File: config.mk
export PLATFORM = sky130hd
export DESIGN_NAME = salc_lru_row
export DESIGN_NICKNAME = d
export VERILOG_FILES = /design/src/rtl/core/salc_lru_row.sv
export SDC_FILE = /design/constraint.sdc
export NUM_CORES = 1
export LEC_CHECK = 0
export BUFFER_PORTS_ARGS = -buffer_cell sky130_fd_sc_hd__buf_2
export CELL_PAD_IN_SITES_DETAIL_PLACEMENT = 0
export CELL_PAD_IN_SITES_GLOBAL_PLACEMENT = 2
export CORE_ASPECT_RATIO = 0.8
export CORE_MARGIN = 8
export CORE_UTILIZATION = 20
export DETAILED_ROUTE_END_ITERATION = 6
export GPL_ROUTABILITY_DRIVEN = 1
export PLACE_DENSITY_LB_ADDON = 0.1
export SLEW_MARGIN = 20
export SYNTH_ARGS = -nofsm -noshare
export SYNTH_HDL_FRONTEND = slang
export SYNTH_SLANG_ARGS = --single-unit
File: constraint.sdc
create_clock -name vclk -period 4.1
set_clock_uncertainty 0.15 [all_clocks]
set_input_delay 0.41 -clock vclk [all_inputs]
set_output_delay 0.41 -clock vclk [all_outputs]
set_load 0.1 [all_outputs]
File: src/rtl/core/salc_lru_row.sv
// Compare and LRU update of one set row, most recent way first.
// No dependencies; each entry is a valid bit above the line number.
module salc_lru_row #(
    parameter int WAYS  = 4,
    parameter int ENT_W = 27
) (
    input  logic [WAYS-1:0][ENT_W-1:0] i_row,
    input  logic [ENT_W-2:0]           i_line,
    output logic                       o_hit,
    output logic [WAYS-1:0][ENT_W-1:0] o_row
);

    logic [WAYS-1:0] w_stop;
    logic [WAYS-1:0] w_before;
    logic [WAYS-1:0] w_found;

    always_comb begin
        for (int k = 0; k < WAYS; k++) begin
            w_stop[k] = !i_row[k][ENT_W-1] || (i_row[k][ENT_W-2:0] == i_line);
        end
        for (int j = 0; j < WAYS; j++) begin
            w_before[j] = 1'b0;
            for (int k = 0; k < j; k++) begin
                w_before[j] = w_before[j] | w_stop[k];
            end
        end
        for (int k = 0; k < WAYS; k++) begin
            w_found[k] = i_row[k][ENT_W-1] && (i_row[k][ENT_W-2:0] == i_line)
                         && !w_before[k];
        end
        o_hit    = |w_found;
        o_row[0] = {1'b1, i_line};
        for (int j = 1; j < WAYS; j++) begin
            o_row[j] = w_before[j] ? i_row[j] : i_row[j-1];
        end
    end

endmodule

Word-level counts from Yosys, hierarchy flattened
Index checks and enable logic that the tools add are counted.
Cells by class
  eq/ne operators: 4
  reduce and logical (&&, ||, !) cells: 17
  bitwise gates (word level): 2
  multiplexer cells: 3
Operator list (number)
  $eq A26 B26 Y1: 4
  $mux W27: 3
  $logic_and A1 B1 Y1: 7
  $logic_not A1 Y1: 6
  $reduce_or A4 Y1: 1
  $logic_or A1 B1 Y1: 3
  $or A1 B1 Y1: 2
Word-level totals
  word-level logic and storage cells: 26
  bits of input ports: 134
  register bits: 0
  output and inout port bits: 109

Logic depth before layout (Yosys ltp)
  depth in word-level cells: 7
  gate-level depth with buffers: 8
  gate-level depth less buffers: 6

Worst setup path before layout
No wires, ideal clock.
  path type: input-to-output
  start point: input port i_line[19]
  end point: output port o_hit
  setup slack: 0.499 ns
  stages on the path: 6
  arrival: 3.041 ns
  cells stage by stage: xnor2_1 > nand4_1 > or4_1 > nor4_1 > o21ai_0 > a31oi_1
On the way
  longest elaborated chain between the ends: 7
  elaborated cells on any way between the ends: 20
  those cells by class: eq/ne (4); bitwise (2); reduce/logical (14)
Ends and longest elaborated chain
  start, declared: line 8  | input logic [ENT_W-2:0] i_line,
  $eq A26 B26 Y1: line 19, 28
  $logic_or A1 B1 Y1: line 19  | w_stop[k] = !i_row[k][ENT_W-1] || (i_row[k][ENT_W-2:0] == i_line);
  $or A1 B1 Y1 (2 in series): line 24  | w_before[j] = w_before[j] | w_stop[k];
  $logic_not A1 Y1: line 29  | && !w_before[k];
  $logic_and A1 B1 Y1: line 29
  $reduce_or A4 Y1 *: line 31  | o_hit = |w_found;
  end, declared: line 9  | output logic o_hit,
Every way passes the cells marked *; elsewhere a longest branch is shown, timed or not.

==> metrics.md <==
| Metric | Value |
|---|---|
| # DRC | `0` |
| Number of global-route vias before repair | `3097` |
| Max_cap viols | `0` |
| Flop pwr share | `0` |
| Sw Ratio | `0.677` |
| Crit path required time | `between 3 and 4 ns` |
| DR pass1 iterations | `4` |
| Clock period minus final worst setup slack | `3.80 ns` |
| Crit Path Category | `primary input to output port` |
| Initial antenna violation count | `1` |
| Die span in y | `116 µm` |
| Worst hold path class | `primary input to output port` |
| Area leader, netlist | `mux2_4` |
| Max-slew headroom | `0.389` |
| Sum Neg Setup Slack | `0 ns` |
| Combinational share of power | `1.000` |
| Mean Syn Cell Area | `between 9 and 10 µm²` |
| Finish-stage setup viols | `0` |
| Post-Layout Cell Count | `around 650` |
| Row cnt | `36` |
| Syn Inst Count | `267` |
| Synth warnings | `0` |
| Clk network pwr share | `0` |
| Distinct cells, synth | `23` |
| Placed instance count | `about 650` |
| Peak Freq | `0.263 GHz` |
| CTS Hold Bufs | `0` |
| Post-CTS setup buffers | `0` |
| Number of DRC markers in iteration 0 | `between 40 and 50` |
| Hpwl dp | `12500 µm` |
| P_int | `0.373 mW` |
| Pwr per Cell Area | `about 250 mW/mm²` |
| Buffers on Ports | `roughly 240` |
| Drt total wl | `around 14000 µm` |
| Gpl congestion | `between 0.7 and 0.8` |
| Clock buffers | `0` |
| Total power | `roughly 1.2 mW` |
| NetSw | `between 0.7 and 0.8 mW` |
| Area delta synth->final | `84.7%` |
| Avg Vias per Cell | `4.25` |
| Layout cells sized above 1 | `0.661` |
| CP endpoint kind | `output port` |
| Pleak | `between 2 and 2.5 nW` |
| Register Area | `0 µm²` |
| Final Hold Viols | `0` |
| Fillers | `1256` |
| Grt total ovfl | `0` |
| Initial Utilization | `0.206` |
| Layout Nets | `just over 600` |
| CORE AREA | `0.0122 mm²` |
| RSZ-0062 raised after global routing | `no` |
| Die span in x | `141 µm` |
| Synth top area share | `0.227` |
| Seq_cells | `0` |
| N_diodes | `0` |
| Final worst path period share | `0.927` |
| Io pins | `243` |
| CP max FO | `12` |
| Routed Antenna Nets | `0` |
| Status | `finished clean` |
| Final Max Slew Viols | `0` |
| Vias after detailed routing | `2758` |
| CP Launch Type | `primary input` |
| Worst VDD drop | `~0.0001 V` |
| Mapped cell area | `0.00251 mm²` |
| Sequential share of the synthesized area | `0` |
| Die area | `0.0164 mm²` |
| CTS resizes | `0` |
| WL per Instance | `about 21 µm` |
| Synth top cells by count | `52 x xnor2_1, 52 x xor2_1, 38 x mux2_4` |
| Synth top area cells | `mux2_4 23%, xnor2_1 18%, xor2_1 18%, mux2_2 13%, buf_4 8.4%` |
| Worst EP arrival | `between 3 and 4 ns` |
| Hold path depth | `3` |
| Gr usage total | `0.157` |
| Syn nets | `401` |
| Slew @ Worst Pin | `0.912 ns` |
| Global-route wire length before repair | `roughly 20000 µm` |
| Largest net degree at the start of global routing | `28` |
[path summary, 6_finish.rpt]
kind	startpoint	endpoint	slack (ns)
max	i_line[24]	o_row[87]	0.30
min	i_row[102]	o_row[102]	1.08
[per-stage QoR]
step / utilization / setup WS (ns) / hold slack (ns) / instance area [µm²]
final: 0.380 / 0.299 / 1.08 / 4640
after floorplan: - / 0.499 / 0.882 / 2510
after CTS: 0.380 / 0.293 / 1.09 / 4640
after global placement: 0.380 / 0.376 / 1.08 / 4640
after global routing: 0.380 / 0.201 / 1.09 / 4640
after detailed placement: 0.380 / 0.293 / 1.09 / 4640
[layer usage]
metal / wire length, µm / track usage / vias up
met5: 13 / 0 / -
met4: 4 / 0 / 2
met3: 1250 / 0.0511 / 2
met2: 6430 / 0.277 / 138
met1: 6070 / 0.194 / 1271
li1: - / - / 1345
[cells by family (layout without fill, tap and decap cells)]
| logic type | count (synthesis) | in the layout | synth area share |
|---|---|---|---|
| xor+xnor | 104 | 104 | 0.362 |
| mux | 78 | 78 | 0.406 |
| simple gates | 44 | 44 | 0.106 |
| buf+inv | 36 | 247 | 0.111 |
| compound gates | 4 | 4 | 0.0129 |
| other cells | 1 | 1 | 0.00149 |
[layout make-up]
| type | instances | area (µm²) | share of cell area |
|---|---|---|---|
| Inverter | 1 | 3.75 | 0.000808 |
| Multi-Input combinational cell | 231 | 2250 | 0.485 |
| Tap cell | 171 | 214 | 0.0461 |
| Timing Repair Buffer | 246 | 2170 | 0.468 |
[cells in the final DEF, fill, tap and decap left out, drive strengths merged, types with 2 or more instances in the layout]
cell   count
or2        3
nor3       2
xnor2     52
nand2      2
buf      246
mux2      78
o21ai      3
xor2      52
nor4      14
nand4     14
nand3      5
[worst max-delay path, stage by stage]
cell and delay (ns):
buf_2 0.15, xor2_1 0.18, nor4_1 0.70, nand3_1 0.30, or2_1 0.32, nor4bb_4 0.21
buf_4 0.28, mux2_2 0.24, buf_2 0.42
[power groups by stage]
stage          combinational (mW)  clock [mW]  sequential, mW
2_1_floorplan               0.768           0               0
3_3_place_gp                 1.17           0               0
3_5_place_dp                 1.17           0               0
4_1_cts                      1.17           0               0
5_1_grt                      1.20           0               0
6_report                     1.16           0               0
(Power assumes the default switching activity.)
